### src/rtl/assert_macros.svh
// ----------------------------------------------------------------------------
// Assertion macros
// Shared concurrent assertion helpers, clocked on i_clk and disabled in reset.
// ----------------------------------------------------------------------------
`ifndef ASSERT_MACROS_SVH
`define ASSERT_MACROS_SVH

// Checks prop at every rising edge of i_clk outside reset.
`define ASSERT_CLK(label, prop, msg) \
    label: assert property (@(posedge i_clk) disable iff (!i_rst_n) (prop)) \
        else $error(msg);

// Checks that cond never holds outside reset.
`define ASSERT_NEVER(label, cond, msg) \
    label: assert property (@(posedge i_clk) disable iff (!i_rst_n) !(cond)) \
        else $error(msg);

`endif

### src/rtl/rvh_pkg.sv
// ----------------------------------------------------------------------------
// rvh_pkg
// Types and constants shared by the RGBA value histogram modules.
// ----------------------------------------------------------------------------
package rvh_pkg;

    localparam int DEF_LEVELS      = 256;
    localparam int DEF_COUNT_WIDTH = 32;
    localparam int NUM_CH          = 5;
    localparam int COLOR_CH        = 4;
    localparam int CH_W            = 3;

    localparam logic [1:0] OP_START  = 2'd0;
    localparam logic [1:0] OP_PIXEL  = 2'd1;
    localparam logic [1:0] OP_READ   = 2'd2;
    localparam logic [1:0] OP_UNUSED = 2'd3;

    localparam logic [CH_W-1:0] CH_VALUE = 3'd0;
    localparam logic [CH_W-1:0] CH_RED   = 3'd1;
    localparam logic [CH_W-1:0] CH_GREEN = 3'd2;
    localparam logic [CH_W-1:0] CH_BLUE  = 3'd3;
    localparam logic [CH_W-1:0] CH_ALPHA = 3'd4;

    typedef struct packed {
        logic [1:0]      op;
        logic [7:0]      red;
        logic [7:0]      green;
        logic [7:0]      blue;
        logic [7:0]      alpha;
        logic [CH_W-1:0] channel;
        logic [7:0]      bin;
    } t_in_item;

    typedef struct packed {
        logic [31:0] bin_count;
        logic [31:0] peak_count;
        logic [7:0]  min_level;
        logic [7:0]  max_level;
        logic [31:0] pixel_total;
        logic        channel_active;
    } t_out_item;

    // Classified command as it sits in the queue; levels are already clamped.
    typedef struct packed {
        logic [1:0]      op;
        logic [7:0]      lvl_alpha;
        logic [7:0]      lvl_blue;
        logic [7:0]      lvl_green;
        logic [7:0]      lvl_red;
        logic [7:0]      lvl_value;
        logic [CH_W-1:0] channel;
        logic [7:0]      bin;
        logic            bin_oob;
    } t_cmd;

    typedef struct packed {
        logic valid;
        t_cmd cmd;
    } t_q_out;

endpackage

### src/rtl/rvh_front.sv
// ----------------------------------------------------------------------------
// rvh_front
// Accepts commands, derives the value level, clamps levels and queues them.
// ----------------------------------------------------------------------------
`include "assert_macros.svh"

module rvh_front #(
    parameter int LEVELS = rvh_pkg::DEF_LEVELS
) (
    input  logic              i_clk,
    input  logic              i_rst_n,
    input  logic              i_start,
    input  rvh_pkg::t_in_item i_item,
    output logic              o_busy,
    output rvh_pkg::t_q_out   o_q,
    input  logic              i_pop
);
    import rvh_pkg::*;

    localparam logic [7:0] TOP = 8'(LEVELS - 1);

    t_cmd       r_q [2];
    logic       r_wr_ptr, n_wr_ptr;
    logic       r_rd_ptr, n_rd_ptr;
    logic [1:0] r_count, n_count;
    t_cmd       cls;
    logic [7:0] v;
    logic       push;

    function automatic logic [7:0] clamp(input logic [7:0] x);
        return (x > TOP) ? TOP : x;
    endfunction

    always_comb begin
        v = i_item.red;
        if (i_item.green > v) v = i_item.green;
        if (i_item.blue > v) v = i_item.blue;
        cls.op        = i_item.op;
        cls.lvl_value = clamp(v);
        cls.lvl_red   = clamp(i_item.red);
        cls.lvl_green = clamp(i_item.green);
        cls.lvl_blue  = clamp(i_item.blue);
        cls.lvl_alpha = clamp(i_item.alpha);
        cls.channel   = i_item.channel;
        cls.bin       = i_item.bin;
        cls.bin_oob   = i_item.bin > TOP;
    end

    assign o_busy = (r_count == 2'd2);
    // Unused op code 3 is accepted and dropped here.
    assign push   = i_start && !o_busy && (i_item.op != OP_UNUSED);

    assign o_q.valid = (r_count != 2'd0);
    assign o_q.cmd   = r_q[r_rd_ptr];

    always_comb begin
        n_wr_ptr = r_wr_ptr ^ push;
        n_rd_ptr = r_rd_ptr ^ i_pop;
        n_count  = r_count + 2'(push) - 2'(i_pop);
    end

    always_ff @(posedge i_clk) begin
        if (push) begin
            r_q[r_wr_ptr] <= cls;
        end
    end

    always_ff @(posedge i_clk) begin
        if (!i_rst_n) begin
            r_wr_ptr <= 1'b0;
            r_rd_ptr <= 1'b0;
            r_count  <= 2'd0;
        end else begin
            r_wr_ptr <= n_wr_ptr;
            r_rd_ptr <= n_rd_ptr;
            r_count  <= n_count;
        end
    end

    `ASSERT_CLK(a_count_range, r_count <= 2'd2, "queue count out of range")
    `ASSERT_NEVER(a_pop_empty, i_pop && r_count == 2'd0, "pop from empty queue")
    `ASSERT_CLK(a_count_track, push && !i_pop |=> r_count == $past(r_count) + 2'd1,
        "queue count did not follow a push")
endmodule

### config.mk
export PLATFORM = sky130hd
export DESIGN_NAME = rvh_front
export DESIGN_NICKNAME = d
export VERILOG_FILES = /design/src/rtl/rvh_pkg.sv /design/src/rtl/rvh_front.sv
export VERILOG_INCLUDE_DIRS = /design/src /design/src/rtl
export SDC_FILE = /design/constraint.sdc
export NUM_CORES = 1
export LEC_CHECK = 0
export BUFFER_PORTS_ARGS = -buffer_cell sky130_fd_sc_hd__buf_2
export CAP_MARGIN = 10
export CORE_MARGIN = 2
export CORE_UTILIZATION = 50
export CTS_CLUSTER_SIZE = 14
export DETAILED_ROUTE_END_ITERATION = 12
export PLACE_DENSITY = 0.84
export SLEW_MARGIN = 20
export SYNTH_ARGS = -nofsm -noshare
export SYNTH_HDL_FRONTEND = slang
export SYNTH_SLANG_ARGS = --single-unit
### constraint.sdc
create_clock -name i_clk -period 4.4 [get_ports i_clk]
set_input_delay 0.44 -clock i_clk [delete_from_list [all_inputs] [get_ports i_clk]]
set_output_delay 0.44 -clock i_clk [all_outputs]
set_load 0.05 [all_outputs]
==> metrics.yaml <==
outcome:
  outcome: "completed"
timing:
  setup_tns_ns: 0
  worstMarginPinSlew_ns: 0.9081
  fin_crit_ns: 3.354
  relSlewSlack_pct: 39.46
  fmax_mhz: 298.2
  fin_hold_ws_ns: 0.2715
  finalCritPeriodShare_pct: 76.22
  setup_viol: 0
  clock_skew_ns: 0.007009
  hold_violations: 0
  drv_slew: 0
  rsz0062_at_grt: "false"
pwr:
  ir_worst_vdd_mv: 0.1960
  p_leak_uw: 0.002185
  power.density_nw_per_um2: 485.1
global_routing:
  grtUsageTotal_pct: 16.78
  overflow: 0
  grt_pass1_vias: 2767
  grt_max_degree: 38
  grt_pass1_wl_um: 12930
  antenna_found_initial: 0
die:
  start_util_pct: 51.47
  rows: 35
  dieArea_sq_um: 10260
  ioPinCount: 105
  die_x_um: 101.3
  die_h_um: 101.3
  core_area_sq_um: 9196
synth:
  synth_area_sq_um: 4733
  postSynthAreaPerCell_sq_um: 16.67
  synth_seq_cells: 111
  synth_fp_nets: 353
  yosysSeqAreaShare_pct: 69.36
  syn_inst: 284
  ys_types: 36
  yosys_warnings: 0
final_layout:
  layout-drive-gt1-share_pct: 47.61
  final_core_util_pct: 60.71
  final_cells: 508
  syn2layout_area_growth_pct: 17.95
  n_antenna_cell: 0
  multi_input_area_sq_um: 1340
  nNetsFinal: 461
  register_area_sq_um: 3284
  fillCellCount: 700
clocking:
  cts_sinks: 111
  cts.htree.levels: 3
  ctsHoldBuffers: 0
  clk_pin_slew_ns: 0.10
  cts_tree: "built"
  root_buffer: "clkbuf_8"
  post_cts_resized: 0
  numCtsBuffers: 9
  cts_max_path_buffers: 2
  post-cts-setup-buffers: 0
  clkLatencyLatePin_ns: 0.35
placed_design:
  placed_cells: 492
  globalplace.congestion: 0.7980
  io_buffers: 103
  hpwl_um: 5942
drt:
  drc: 0
  antenna_left: 0
  vias: 2689
  routed_via_density: 5.293
  totalWireLength_um: 8433
  drt_iter0_drc: 90
  first_pass_iters: 4
  drt-wirelength-per-cell_um: 16.60
worst_setup_path:
  crit_arrival_ns: 3.53
  crit_path_end: "r_q[1][14]$_DFFE_PP_"
  r2r-end: "r_q[0][47]$_DFFE_PP_"
  path_class: "in2reg"
  worstSetupEndpointType: "flip-flop"
  r2r_cells: 5
  crit_slowest_cell: "a211o_1"
  timing.rr.start: "r_count[0]$_SDFF_PN0_"
  cp.required_ns: 4.58
  rrSetupSlack_ns: 2.17
  critPathMaxFanout: 16
  slowest_delay_ns: 0.44
  startpoint: "i_item[36]"
  path_cells: "buf_2 -> inv_1 -> ha_1 -> nor2b_1 -> o211ai_1 -> a211o_1 -> a21bo_2 -> and2_1 -> ha_1 -> and3_4 -> a221o_1 -> a22oi_4 -> nor2_1 -> a31oi_1"
  critPathLaunchType: "input port"
  cpMostUsedCell: "ha_1"
min_path:
  hold_depth: 1
  hp-class: "in2reg"
flow_run:
  maxCapViolations: 0
[synth_stat cells (all sizes together)]
| library cell | number | area [sq um] |
|---|---|---|
| a211o | 1 | 8.760 |
| a21bo | 7 | 70.07 |
| a21boi | 1 | 7.510 |
| a21o | 2 | 16.27 |
| a21oi | 5 | 25.02 |
| a221o | 1 | 10.01 |
| a22oi | 1 | 21.27 |
| a31oi | 8 | 50.05 |
| and2 | 11 | 68.82 |
| and3 | 1 | 11.26 |
| and4 | 1 | 10.01 |
| buf | 9 | 58.80 |
| clkbuf | 1 | 3.750 |
| conb | 1 | 3.750 |
| dfxtp | 5 | 100.1 |
| edfxtp | 106 | 3183 |
| ha | 20 | 250.2 |
| inv | 14 | 52.55 |
| mux2 | 53 | 596.8 |
| nand2 | 4 | 15.01 |
| nand2b | 1 | 6.260 |
| nand3 | 10 | 50.05 |
| nand4 | 2 | 12.51 |
| nor2 | 9 | 33.78 |
| nor2b | 2 | 12.51 |
| o211ai | 1 | 7.510 |
| o21ai | 3 | 15.01 |
| or2 | 1 | 6.260 |
| xnor2 | 2 | 17.52 |
| xor2 | 1 | 8.760 |
[logic make-up (layout without fill, tap and decap cells)]
family          Yosys count  count (layout)  synth area share (%)
buf+inv                  24             137                 2.432
mux                      53              53                 12.61
compound gates           30              30                 4.890
simple gates             42              42                 4.785
other cells               1               1               0.07923
flops                   111             111                 69.36
xor+xnor                  3               3                0.5552
fa+ha+maj                20              20                 5.287
[cells in the final DEF (no fill, tap or decap), types with 4 or more instances in the layout]
master / n
a21bo_2: 6
nor2_1: 9
clkbuf_8: 11
nand3_1: 10
a21oi_1: 5
buf_2: 103
a31oi_1: 8
and2_1: 11
nand2_1: 4
inv_1: 14
edfxtp_1: 106
ha_1: 18
buf_4: 4
mux2_2: 53
dfxtp_1: 4
[how the worst min path moves through the flow]
stage                                    from                    to  slack [ns]
after floorplan           r_wr_ptr$_SDFF_PN0_   r_wr_ptr$_SDFF_PN0_        0.53
after global placement    r_rd_ptr$_SDFF_PN0_             flip-flop        0.56
after detailed placement  r_rd_ptr$_SDFF_PN0_             flip-flop        0.58
after CTS                          i_item[10]  r_q[1][11]$_DFFE_PP_        0.25
after global routing               i_item[10]  r_q[1][11]$_DFFE_PP_        0.24
final                               i_item[2]   r_q[1][3]$_DFFE_PP_        0.27
[through the flow]
step	total power (uW)	setup WS [ns]	cell area [sq um]
after detailed placement	2113	0.7237	5361
after global routing	2829	0.8602	5583
after floorplan	1938	1.168	4733
final	2708	1.046	5583
after CTS	2739	1.094	5583
after global placement	2089	0.8445	5361
[worst max-delay path: cells and delay by family]
| kind | cells | cell delay (ns) |
|---|---|---|
| adders and majority gates | 2 | 0.57 |
| buffers and inverters | 2 | 0.16 |
| AOI/OAI and AO/OA | 6 | 1.79 |
| and+or+nand+nor | 4 | 0.56 |
[report_power, final]
part	internal, uW	switching, uW
Sequential	1300	38.7
Combinational	219	522
Clock	309	317
[layer usage]
layer	vias up	share of wire (%)	global-route usage, %
met3	13	5.9	4.141
met5	-	0	0
met2	86	51	29.44
met4	0	2.1	7.796
li1	1290	-	-
met1	1300	41	19.37
[sequential cells by signal, indices dropped and copies added (netlist names), named ones only]
name,count
r_q,106
r_wr_ptr,1
r_rd_ptr,1
r_count,2
[area by class of cell]
class | count | area share [%]
Clock buffer | 14 | 3.675
Clock inverter | 2 | 0.2913
Inverter | 14 | 0.9413
Multi-Input combinational cell | 149 | 24.00
Sequential cell | 111 | 58.83
Tap cell | 111 | 2.488
Timing Repair Buffer | 107 | 9.771
Note: power is estimated with default switching activity, not from simulation.
